### src/rtl/lass_pkg.sv
// Shared types and constants for the line-aligned stream splitter.
// Holds register indexes, opcodes and the control/status structs.
// No dependencies.
package lass_pkg;

	// Configuration port
	localparam int CFG_IDX_W  = 1;
	localparam int CFG_DATA_W = 32;

	localparam logic [CFG_IDX_W-1:0] REG_PIECE_BYTES = 1'b0;
	localparam logic [CFG_IDX_W-1:0] REG_MAX_PIECES  = 1'b1;

	localparam int PIECE_BYTES_W = 32;
	localparam int MAX_PIECES_W  = 7;

	localparam logic [PIECE_BYTES_W-1:0] PIECE_BYTES_RST = 32'd4194304;
	localparam logic [MAX_PIECES_W-1:0]  MAX_PIECES_RST  = 7'd64;

	// Input item kind
	localparam logic OP_START = 1'b0;
	localparam logic OP_BYTE  = 1'b1;

	localparam logic [7:0] NEWLINE = 8'h0A;

	localparam int PIECE_NUM_W = 6;

	// Controller to datapath
	typedef struct packed {
		logic start;      // load a new file
		logic byte_in;    // count one file byte
		logic cnt_step;   // piece count search step
		logic div_step;   // one quotient bit of step = size / n
		logic arm;        // open target 1
		logic pend;       // close the pending piece at the byte counter
		logic skip_step;  // advance one target
		logic final_pc;   // give the final piece
	} lass_cmd_t;

	// Datapath to controller
	typedef struct packed {
		logic busy;
		logic hit;
		logic eof;
		logic trivial;
		logic cnt_done;
		logic n_one;
		logic div_done;
		logic skip_more;
		logic finish;
		logic pend_need;
		logic slot_free;
	} lass_sts_t;

endpackage

### src/rtl/line_aligned_stream_splitter.sv
// A byte that settles no target and is not the last byte leaves the controller idle, ready
// for the next byte. A newline that settles targets goes to pend, then skips each target
// passed; pend and final wait for a free output slot. The last byte adds pend and final.
// A start item runs count search up to the piece limit, bit-serial division and arm, or
// goes to final for a one-piece file. A formed piece shows on m_tdata in the next cycle.
// Reset (arst_n low) clears control and config registers at once; no clearing pass.
module line_aligned_stream_splitter import lass_pkg::*; #(
	parameter int MAX_PIECES  = 64,
	parameter int OFFSET_BITS = 40
) (
	input  logic                              clk,
	input  logic                              arst_n,
	// Configuration write port
	input  logic                              cfg_we,
	input  logic [CFG_IDX_W-1:0]              cfg_index,
	input  logic [CFG_DATA_W-1:0]             cfg_wdata,
	// Input stream
	input  logic                              s_tvalid,
	output logic                              s_tready,
	input  logic                              s_tuser,   // op
	input  logic [((OFFSET_BITS+15)/8)*8-1:0] s_tdata,   // file_size, data_byte
	// Output stream
	output logic                              m_tvalid,
	input  logic                              m_tready,
	output logic [((2*OFFSET_BITS+13)/8)*8-1:0] m_tdata, // piece_offset, piece_length,
	                                                     // piece_number
	output logic                              m_tlast    // last_piece
);

	localparam int M_W = ((2*OFFSET_BITS + 13) / 8) * 8;

	lass_cmd_t               cmd;
	lass_sts_t               sts;
	logic [OFFSET_BITS-1:0]  file_size;
	logic [7:0]              data_byte;
	logic [OFFSET_BITS-1:0]  piece_offset;
	logic [OFFSET_BITS-1:0]  piece_length;
	logic [PIECE_NUM_W-1:0]  piece_number;

	// Unpack the input transaction: file size in the low bits, byte above it
	assign file_size = s_tdata[OFFSET_BITS-1:0];
	assign data_byte = s_tdata[OFFSET_BITS+7:OFFSET_BITS];

	// Controller: takes an item only when idle, then steps the datapath
	// through count search, division, target skips and piece output.
	lass_ctrl u_ctrl (
		.clk      (clk),
		.arst_n   (arst_n),
		.s_tvalid (s_tvalid),
		.s_tready (s_tready),
		.s_tuser  (s_tuser),
		.sts      (sts),
		.cmd      (cmd)
	);

	// Datapath: holds file state and a one-entry output register, so the
	// next item can be taken while a finished piece still waits downstream.
	lass_dp #(
		.MAX_PIECES  (MAX_PIECES),
		.OFFSET_BITS (OFFSET_BITS)
	) u_dp (
		.clk          (clk),
		.arst_n       (arst_n),
		.cfg_we       (cfg_we),
		.cfg_index    (cfg_index),
		.cfg_wdata    (cfg_wdata),
		.file_size    (file_size),
		.data_byte    (data_byte),
		.m_tready     (m_tready),
		.cmd          (cmd),
		.sts          (sts),
		.out_valid    (m_tvalid),
		.piece_offset (piece_offset),
		.piece_length (piece_length),
		.piece_number (piece_number),
		.last_piece   (m_tlast)
	);

	// Pack the output transaction, zero filled to whole bytes
	assign m_tdata = M_W'({piece_number, piece_length, piece_offset});

endmodule

### src/rtl/lass_ctrl.sv
// Controller state machine for the line-aligned stream splitter.
// Depends on lass_pkg (command and status structs, opcodes).
module lass_ctrl import lass_pkg::*; (
	input  logic      clk,
	input  logic      arst_n,
	input  logic      s_tvalid,
	output logic      s_tready,
	input  logic      s_tuser,
	input  lass_sts_t sts,
	output lass_cmd_t cmd
);

	localparam logic [2:0] ST_IDLE  = 3'd0;
	localparam logic [2:0] ST_COUNT = 3'd1;
	localparam logic [2:0] ST_DIV   = 3'd2;
	localparam logic [2:0] ST_ARM   = 3'd3;
	localparam logic [2:0] ST_PEND  = 3'd4;
	localparam logic [2:0] ST_SKIP  = 3'd5;
	localparam logic [2:0] ST_FINAL = 3'd6;

	logic [2:0] state_q, state_d;
	logic       hit_q, hit_d;

	assign s_tready = (state_q == ST_IDLE);

	always_comb begin
		state_d = state_q;
		hit_d   = hit_q;
		cmd     = '0;
		unique case (state_q)
			ST_IDLE: begin
				if (s_tvalid) begin
					if (s_tuser == OP_START) begin
						cmd.start = 1'b1;
						state_d   = sts.trivial ? ST_FINAL : ST_COUNT;
					end else if (sts.busy) begin
						cmd.byte_in = 1'b1;
						if (sts.hit) begin
							hit_d   = 1'b1;
							state_d = ST_PEND;
						end else if (sts.eof) begin
							hit_d   = 1'b0;
							state_d = ST_PEND;
						end
					end
				end
			end
			ST_COUNT: begin
				if (sts.cnt_done) begin
					state_d = sts.n_one ? ST_FINAL : ST_DIV;
				end else begin
					cmd.cnt_step = 1'b1;
				end
			end
			ST_DIV: begin
				cmd.div_step = 1'b1;
				if (sts.div_done) begin
					state_d = ST_ARM;
				end
			end
			ST_ARM: begin
				cmd.arm = 1'b1;
				state_d = ST_IDLE;
			end
			ST_PEND: begin
				if (!sts.pend_need || sts.slot_free) begin
					cmd.pend = 1'b1;
					state_d  = hit_q ? ST_SKIP : ST_FINAL;
				end
			end
			ST_SKIP: begin
				if (sts.skip_more) begin
					cmd.skip_step = 1'b1;
				end else begin
					state_d = sts.finish ? ST_FINAL : ST_IDLE;
				end
			end
			ST_FINAL: begin
				if (sts.slot_free) begin
					cmd.final_pc = 1'b1;
					state_d      = ST_IDLE;
				end
			end
			default: begin
				state_d = ST_IDLE;
			end
		endcase
	end

	always_ff @(posedge clk or negedge arst_n) begin
		if (!arst_n) begin
			state_q <= ST_IDLE;
			hit_q   <= 1'b0;
		end else begin
			state_q <= state_d;
			hit_q   <= hit_d;
		end
	end

endmodule

### src/rtl/lass_dp.sv
// Datapath for the line-aligned stream splitter: config registers, file state,
// piece count search, serial divider, target tracking and the output register.
// Depends on lass_pkg (command and status structs, constants).
module lass_dp import lass_pkg::*; #(
	parameter int MAX_PIECES  = 64,
	parameter int OFFSET_BITS = 40
) (
	input  logic                     clk,
	input  logic                     arst_n,
	input  logic                     cfg_we,
	input  logic [CFG_IDX_W-1:0]     cfg_index,
	input  logic [CFG_DATA_W-1:0]    cfg_wdata,
	input  logic [OFFSET_BITS-1:0]   file_size,
	input  logic [7:0]               data_byte,
	input  logic                     m_tready,
	input  lass_cmd_t                cmd,
	output lass_sts_t                sts,
	output logic                     out_valid,
	output logic [OFFSET_BITS-1:0]   piece_offset,
	output logic [OFFSET_BITS-1:0]   piece_length,
	output logic [PIECE_NUM_W-1:0]   piece_number,
	output logic                     last_piece
);

	localparam int CNT_W = $clog2(MAX_PIECES + 1);
	localparam int LIM_W = (CNT_W > MAX_PIECES_W) ? CNT_W : MAX_PIECES_W;
	localparam int ACC_W = ((OFFSET_BITS > PIECE_BYTES_W) ? OFFSET_BITS : PIECE_BYTES_W)
		+ CNT_W;
	localparam int DIV_W = $clog2(OFFSET_BITS);

	logic [PIECE_BYTES_W-1:0] piece_bytes_q;
	logic [MAX_PIECES_W-1:0]  max_pieces_q;
	logic                     busy_q;
	logic                     out_valid_q;

	logic [OFFSET_BITS-1:0]   file_len_q;
	logic [OFFSET_BITS-1:0]   step_len_q;
	logic [OFFSET_BITS-1:0]   tpos_q;
	logic [OFFSET_BITS-1:0]   byte_count_q;
	logic [OFFSET_BITS-1:0]   last_bound_q;
	logic [CNT_W-1:0]         n_q;
	logic [CNT_W-1:0]         tidx_q;
	logic [CNT_W-1:0]         rem_q;
	logic [ACC_W-1:0]         acc_q;
	logic [DIV_W-1:0]         div_cnt_q;
	logic [PIECE_NUM_W-1:0]   out_count_q;
	logic [OFFSET_BITS-1:0]   out_offset_q;
	logic [OFFSET_BITS-1:0]   out_length_q;
	logic [PIECE_NUM_W-1:0]   out_number_q;
	logic                     out_last_q;

	logic [LIM_W-1:0]         mp_ext;
	logic [LIM_W-1:0]         lim_w;
	logic [CNT_W-1:0]         lim;
	logic [OFFSET_BITS-1:0]   byte_inc;
	logic [CNT_W:0]           trial;
	logic [CNT_W:0]           trial_sub;
	logic                     trial_ge;
	logic                     emit;
	logic [OFFSET_BITS-1:0]   emit_offset;
	logic [OFFSET_BITS-1:0]   emit_length;

	// Effective piece limit: zero acts as one, capped by the build limit
	assign mp_ext = LIM_W'(max_pieces_q);
	always_comb begin
		if (max_pieces_q == '0) begin
			lim_w = LIM_W'(1);
		end else if (mp_ext > LIM_W'(MAX_PIECES)) begin
			lim_w = LIM_W'(MAX_PIECES);
		end else begin
			lim_w = mp_ext;
		end
	end
	assign lim = lim_w[CNT_W-1:0];

	assign byte_inc = byte_count_q + OFFSET_BITS'(1);

	// Restoring divider, one quotient bit per cycle shifted into step_len_q
	assign trial     = {rem_q, step_len_q[OFFSET_BITS-1]};
	assign trial_ge  = (trial >= {1'b0, n_q});
	assign trial_sub = trial - {1'b0, n_q};

	assign sts.busy      = busy_q;
	assign sts.hit       = (data_byte == NEWLINE) && (byte_count_q >= tpos_q);
	assign sts.eof       = (byte_inc == file_len_q);
	assign sts.trivial   = (file_size == '0) || (piece_bytes_q == '0);
	assign sts.cnt_done  = (acc_q >= ACC_W'(file_len_q)) || (n_q >= lim);
	assign sts.n_one     = (n_q == CNT_W'(1));
	assign sts.div_done  = (div_cnt_q == DIV_W'(OFFSET_BITS - 1));
	assign sts.skip_more = (tidx_q < n_q) && (tpos_q < byte_count_q);
	assign sts.finish    = (tidx_q >= n_q) || (byte_count_q == file_len_q);
	assign sts.pend_need = (byte_count_q > last_bound_q);
	assign sts.slot_free = !out_valid_q || m_tready;

	assign emit        = (cmd.pend && sts.pend_need) || cmd.final_pc;
	assign emit_offset = cmd.final_pc ? byte_count_q : last_bound_q;
	assign emit_length = cmd.final_pc ? (file_len_q - byte_count_q)
		: (byte_count_q - last_bound_q);

	always_ff @(posedge clk or negedge arst_n) begin
		if (!arst_n) begin
			piece_bytes_q <= PIECE_BYTES_RST;
			max_pieces_q  <= MAX_PIECES_RST;
			busy_q        <= 1'b0;
			out_valid_q   <= 1'b0;
		end else begin
			if (cfg_we) begin
				unique case (cfg_index)
					REG_PIECE_BYTES: piece_bytes_q <= cfg_wdata[PIECE_BYTES_W-1:0];
					REG_MAX_PIECES:  max_pieces_q  <= cfg_wdata[MAX_PIECES_W-1:0];
					default: ;
				endcase
			end
			if (cmd.start || cmd.final_pc) begin
				busy_q <= 1'b0;
			end else if (cmd.arm) begin
				busy_q <= 1'b1;
			end
			if (emit) begin
				out_valid_q <= 1'b1;
			end else if (m_tready) begin
				out_valid_q <= 1'b0;
			end
		end
	end

	always_ff @(posedge clk) begin
		if (cmd.start) begin
			file_len_q   <= file_size;
			step_len_q   <= file_size;
			byte_count_q <= '0;
			last_bound_q <= '0;
			out_count_q  <= '0;
			n_q          <= CNT_W'(1);
			acc_q        <= ACC_W'(piece_bytes_q);
			rem_q        <= '0;
			div_cnt_q    <= '0;
		end
		if (cmd.byte_in) begin
			byte_count_q <= byte_inc;
		end
		if (cmd.cnt_step) begin
			n_q   <= n_q + CNT_W'(1);
			acc_q <= acc_q + ACC_W'(piece_bytes_q);
		end
		if (cmd.div_step) begin
			rem_q      <= trial_ge ? trial_sub[CNT_W-1:0] : trial[CNT_W-1:0];
			step_len_q <= {step_len_q[OFFSET_BITS-2:0], trial_ge};
			div_cnt_q  <= div_cnt_q + DIV_W'(1);
		end
		if (cmd.arm) begin
			tidx_q <= CNT_W'(1);
			tpos_q <= step_len_q;
		end
		if (cmd.skip_step) begin
			tidx_q <= tidx_q + CNT_W'(1);
			tpos_q <= tpos_q + step_len_q;
		end
		if (cmd.pend) begin
			last_bound_q <= byte_count_q;
		end
		if (emit) begin
			out_offset_q <= emit_offset;
			out_length_q <= emit_length;
			out_number_q <= out_count_q;
			out_last_q   <= cmd.final_pc;
			out_count_q  <= out_count_q + PIECE_NUM_W'(1);
		end
	end

	assign out_valid    = out_valid_q;
	assign piece_offset = out_offset_q;
	assign piece_length = out_length_q;
	assign piece_number = out_number_q;
	assign last_piece   = out_last_q;

endmodule

### config.mk
export PLATFORM = sky130hd
export DESIGN_NAME = line_aligned_stream_splitter
export DESIGN_NICKNAME = d
export VERILOG_FILES = /design/src/rtl/lass_pkg.sv /design/src/rtl/line_aligned_stream_splitter.sv /design/src/rtl/lass_ctrl.sv /design/src/rtl/lass_dp.sv
export SDC_FILE = /design/constraint.sdc
export NUM_CORES = 1
export LEC_CHECK = 0
export BUFFER_PORTS_ARGS = -buffer_cell sky130_fd_sc_hd__clkbuf_2
export CORE_UTILIZATION = 65
export CTS_BUF_LIST = sky130_fd_sc_hd__clkbuf_4
export CTS_CLUSTER_DIAMETER = 120
export DETAILED_ROUTE_END_ITERATION = 10
export GPL_TIMING_DRIVEN = 0
export PLACE_DENSITY = 0.93
export SLEW_MARGIN = 10
export SYNTH_ARGS = -nofsm -noshare
export SYNTH_HDL_FRONTEND = slang
export SYNTH_SLANG_ARGS = --single-unit
### constraint.sdc
create_clock -name clk -period 11.2 [get_ports clk]
set_clock_uncertainty 0.05 [all_clocks]
set_input_delay 1.68 -clock clk [delete_from_list [all_inputs] [get_ports clk]]
set_output_delay 1.68 -clock clk [all_outputs]
set_load 0.02 [all_outputs]
# [Word-level counts from Yosys, hierarchy flattened]
# Cells that the tools add are included.
# W data, S select, Z words.
[op_classes] order_cmp=9 n_eq_ne=19 muxes=59 n_addsub=10 n_bitwise=1 n_reduce_logical=29
[op_table] operator="$mux W40" count=9
[op_table] operator="$mux W47" count=2
[op_table] operator="$eq A40 B40 Y1" count=2
[op_table] operator="$sub A40 B40 Y40" count=2
[op_table] operator="$mux W7" count=9
[op_table] operator="$add A47 B32 Y47" count=1
[op_table] operator="$ge A47 B40 Y1" count=1
[op_table] operator="$add A40 B1 Y40 const B" count=1
[op_table] operator="$add A40 B40 Y40" count=1
[op_table] operator="$ge A40 B40 Y1" count=1
[op_table] operator="$gt A40 B40 Y1" count=1
[op_table] operator="$logic_not A40 Y1" count=1
[op_table] operator="$lt A40 B40 Y1" count=1
[op_table] operator="$mux W3" count=13
[op_table] operator="$logic_not A32 Y1" count=1
[op_table] operator="$mux W1" count=19
[op_table] operator="$mux W6" count=3
[op_table] operator="$pmux W3 S6" count=1
[op_table] operator="$reduce_bool A2 Y1" count=9
[op_table] operator="$add A7 B1 Y7 const B" count=2
[op_table] operator="$ge A7 B7 Y1" count=2
[op_table] operator="$add A6 B1 Y6 const B" count=2
[op_table] operator="$eq A3 B3 Y1 const B" count=3
[op_table] operator="$eq A8 B4 Y1 const B" count=1
[op_table] operator="22 further kinds" count=39
[word_totals] register_bits=412 out_inout_bits=91 wordCells=148

# [Logic depth before layout (Yosys ltp)]
[logic_depth] word_depth=8 mapped_depth=16 mapped_depth_nobuf=15

# [Hierarchy]
# From an unflattened synthesis, not the netlist that was laid out.
[hier_totals] cells_unflattened=2806 area_unflattened_um2=28964.0
[modules_own_cells] mod="lass_dp" area_per_inst_um2=28507.3 instances=1 seq_area_each_um2=12049.1 cells_per_inst=2748
[modules_own_cells] mod="lass_ctrl" area_per_inst_um2=437.9 instances=1 seq_area_each_um2=100.1 cells_per_inst=55
[modules_own_cells] mod="line_aligned_stream_splitter" area_per_inst_um2=18.8 instances=1 seq_area_each_um2=0.0 cells_per_inst=3

# [Least setup slack after synthesis]
# Ideal clock, no wire load.
[synth_path] path_kind="reg2reg" start="register u_dp.byte_count_q[21]" end="register u_dp.tidx_q[0] (enable)" slack_ns=5.917 stages_incl_launch_ff=11 arrival_time_ns=4.394 required_ns=10.311 n_path_buf=2 setup_time_ns=0.839 period_less_slack_ns=5.283 cell_sequence="edfxtp_1 ha_1 and4_1 nand4_1 or4_1 or4_1 nand4_1 a21o_1 clkbuf_1 clkbuf_1 o21ai_0"
[synth_via] elab_chain_len=5
[synth_rtl] item="start, declared" line="lass_dp.sv:39" rtl="logic [OFFSET_BITS-1:0] byte_count_q;"
[synth_rtl] item="start signal, assigned" line="lass_dp.sv:140" rtl="byte_count_q <= byte_inc;"
[synth_rtl] item="$lt A40 B40 Y1" line="lass_dp.sv:90" rtl="assign sts.skip_more = (tidx_q < n_q) && (tpos_q < byte_count_q);"
[synth_rtl] item="$logic_and A1 B1 Y1" line="lass_dp.sv:90"
[synth_rtl] item="$mux W1" line="lass_ctrl.sv:72" rtl="if (sts.skip_more) begin"
[synth_rtl] item="$mux W1" line="lass_ctrl.sv:30" rtl="unique case (state_q)"
[synth_rtl] item="$reduce_bool A2 Y1 (no line)"
[synth_rtl] item="end signal, assigned" line="lass_dp.sv:156" rtl="tidx_q <= tidx_q + CNT_W'(1);"
[synth_rtl] item="end, declared" line="lass_dp.sv:42" rtl="logic [CNT_W-1:0] tidx_q;"
# No other way between the ends.
# A chain may end at the register's enable or synchronous reset.

# [Worst setup path after layout]
[layout_path] start="register u_dp.byte_count_q[0]" end="register u_dp.last_bound_q[34] (enable)"
[layout_via] elab_chain_len=6
[layout_rtl] item="$gt A40 B40 Y1" line="lass_dp.sv:92" rtl="assign sts.pend_need = (byte_count_q > last_bound_q);"
[layout_rtl] item="$logic_not A1 Y1" line="lass_ctrl.sv:66" rtl="if (!sts.pend_need || sts.slot_free) begin"
[layout_rtl] item="$logic_or A1 B1 Y1" line="lass_ctrl.sv:66"
[layout_rtl] item="$mux W1" line="lass_ctrl.sv:66"
[layout_rtl] item="$mux W1" line="lass_ctrl.sv:30"
[layout_rtl] item="$reduce_bool A2 Y1 (no line)"
[layout_rtl] item="end signal, assigned" line="lass_dp.sv:160" rtl="last_bound_q <= byte_count_q;"
[layout_rtl] item="end, declared" line="lass_dp.sv:40" rtl="logic [OFFSET_BITS-1:0] last_bound_q;"
# No other way between the ends.

==> metrics.md <==
| Metric | Value |
|---|---|
| Status | `finished, final reports clean` |
| Critical Path AT | `6930 ps` |
| Largest net degree at the start of global routing | `79` |
| CTS tree | `yes` |
| NumNets Final | `3483` |
| Max Freq | `153.3 MHz` |
| Share of layout cells above drive strength 1 | `0.1501` |
| Number of max-cap violations | `0` |
| Setup TNS | `0 ps` |
| # DRC | `0` |
| Initial antenna violation count | `4` |
| Die Wd | `210.9 microns` |
| Yosys top cell by area | `edfxtp_1` |
| Worst skew pair latency | `910 ps` |
| Total grt overflow | `0` |
| Dpl cell area | `30180 sq um` |
| Tcrit/Tclk final | `0.5826` |
| Total number of vias | `24470` |
| Post-Syn Instances | `2838` |
| Post-synth cell types | `87` |
| Fin. Hold Viols | `0` |
| Syn Area/Cell | `9.997 sq um` |
| Post-CTS setup buffers | `0` |
| Largest cells by area after synthesis | `edfxtp_1 39%, ha_1 11%, xnor2_1 4.5%, mux2_2 4.0%, dfrtp_1 3.8%` |
| CTS Root Cell | `clkbuf_4` |
| Vias in the first global route | `23440` |
| Startpoint types | `register` |
| Primary FF master, synth | `edfxtp_1` |
| Measured slew at the worst slew-check pin | `1179 ps` |
| Final Non-Filler Cells | `3792` |
| Synth Register Bits | `412` |
| RSZ-0062 raised after global routing | `false` |
| EDFF count, synth | `367` |
| Critical path required time | `11610 ps` |
| Critical path class | `register to register` |
| Yosys Warn Count | `0` |
| Post-cts sizing count | `0` |
| Drt first pass iters | `8` |
| Setup crit end kind | `register` |
| Cell area after layout | `31450 sq um` |
| Clk sinks | `412` |
| WL/cell | `22.41 microns` |
| Core ar. | `43080 sq um` |
| Max H-tree Level | `3` |
| Crit-path max FO | `40` |
| Lkg Pwr | `13.19 nW` |
| IO buf count | `175` |
| Clock Pin Slew Worst Setup and Hold Paths | `60 ps` |
| Synth top area share | `0.3884` |
| Post-synth top cells | `367 x edfxtp_1, 257 x ha_1, 218 x nand2_1` |
| Cell Area, Synth | `28370 sq um` |
| Worst hold-check path type | `register to register` |
| Global-route wire length before repair | `129.5 mm` |
| All-Layer GR Usage | `0.3829` |
| Number of fill cells | `3016` |
| DIE AREA | `44490 sq um` |
| Die height | `210.9 microns` |
| Final HPWL DP | `65.74 mm` |
| Final slew viol count | `0` |
| Final wirelength | `84.98 mm` |
| CTS max path bufs | `3` |
| I/O pin total | `178` |
| Top-count cell post-synth | `edfxtp_1` |
| Cell Rows | `76` |
| # hold bufs at CTS | `0` |
| Avg Vias per Cell | `6.454` |
| Crit path time final | `6525 ps` |
| # setup viols final | `0` |
| DRT iter0 DRCs | `3007` |
| Post-Place Cells | `3611` |
| Placer Congestion | `0.9928` |
| Register area share after synthesis | `0.4282` |
| Peak VDD IR | `0.1367 mV` |
| Area Growth Syn to Fin | `10.85%` |
| Starting density of the core | `0.6586` |
| Final antenna-violating net count | `0` |
| Slew margin rel. | `0.2088` |
| PD cells | `236.5 nW/um^2` |
| Asr flop ratio synth | `0.1092` |
| Total CTS buffers | `106` |
==> critical path, cell delays in order, from the launching register on <==
cell and delay, ps:
edfxtp_1 490, inv_1 320, ha_1 280, fa_1 250, nand2b_1 150, a21oi_1 100, o31ai_1 450, o21ai_1 230
o21a_1 280, nor3b_1 160, nor3_1 610, o21ai_0 440, and3_1 300, clkbuf_1 300, clkbuf_1 310, nor3_1 500
or2_2 830
==> logic make-up after synthesis <==
kind of cell,after synthesis,share of synthesized area
flip-flops,412,0.4282
adder cells (fa/ha/maj),262,0.1169
other,1,0.0001322
AO/OA/AOI/OAI,682,0.1486
XOR/XNOR,230,0.07321
multiplexers,113,0.04450
AND/OR/NAND/NOR,828,0.1459
buffers and inverters,310,0.04260
==> state kept, by name, summed over array words and instances, names as in the netlist, 3 cells and up <==
name / count
u_dp.tidx_q: 7
u_dp.div_cnt_q: 6
u_dp.out_count_q: 6
u_dp.tpos_q: 40
u_ctrl.state_q: 3
u_dp.byte_count_q: 40
u_dp.acc_q: 47
u_dp.piece_length: 40
u_dp.rem_q: 7
u_dp.file_len_q: 40
u_dp.piece_number: 6
u_dp.max_pieces_q: 7
u_dp.step_len_q: 40
u_dp.piece_bytes_q: 32
u_dp.n_q: 7
u_dp.piece_offset: 40
u_dp.last_bound_q: 40
==> routing by layer <==
metal,GRT usage,share of wire
met5,0,0.00032
met1,0.5130,0.39
met4,0.2284,0.059
met2,0.5708,0.43
met3,0.08504,0.12
==> power breakdown <==
| group | switching [mW] | internal [mW] |
|---|---|---|
| clock | 0.660 | 0.628 |
| sequential | 0.273 | 2.34 |
| combinational | 2.23 | 1.31 |
| total | 3.16 | 4.28 |
==> stage by stage <==
| step | setup slack [ps] | hold slack [ps] | util | total power [mW] |
|---|---|---|---|---|
| after floorplan | 5917 | 398.9 | - | 5.037 |
| final | 4675 | 433.0 | 0.7301 | 7.439 |
| after CTS | 4898 | 431.2 | 0.7300 | 7.358 |
| after detailed placement | 5006 | 416.0 | 0.7005 | 6.059 |
| after global routing | 4667 | 453.3 | 0.7300 | 7.853 |
| after global placement | 3881 | 413.7 | 0.6966 | 5.905 |
==> area by class of cell <==
class	count	area, sq um	share of cell area
tap	585	732.0	0.02327
antenna	2	5.005	0.0001591
multi-input combinational	2123	15060	0.4790
timing repair buffer	181	1018	0.03238
clock inverter	45	264.0	0.008394
clock buffer	134	1006	0.03199
sequential	412	12150	0.3863
inverter	214	805.8	0.02562
buffer	96	405.4	0.01289
==> layout by cell type, fill, tap and decap left out, types with 134 or more instances in the layout <==
cell type and instances:
nand2_1 216, clkbuf_4 134, edfxtp_1 367, nor2_1 190
a21oi_1 197, ha_1 257, inv_1 209, clkbuf_2 175
xnor2_1 145, o21ai_0 192
==> final timing paths <==
path	slack, ps	from	cells past startpoint	end
setup / recovery	4670	u_dp.byte_count_q[0]	16	u_dp.last_bound_q[34]
hold / removal	430	u_dp.out_count_q[5]	0	u_dp.piece_number[5]
setup reg to reg	4670	u_dp.byte_count_q[0]	16	u_dp.last_bound_q[34]
hold reg to reg	430	u_dp.out_count_q[5]	0	u_dp.piece_number[5]
max in group asynchronous	9430	arst_n	1	u_dp.piece_bytes_q[10]
min in group asynchronous	930	arst_n	1	u_ctrl.state_q[1]
Power figures use the tool's default switching activity.
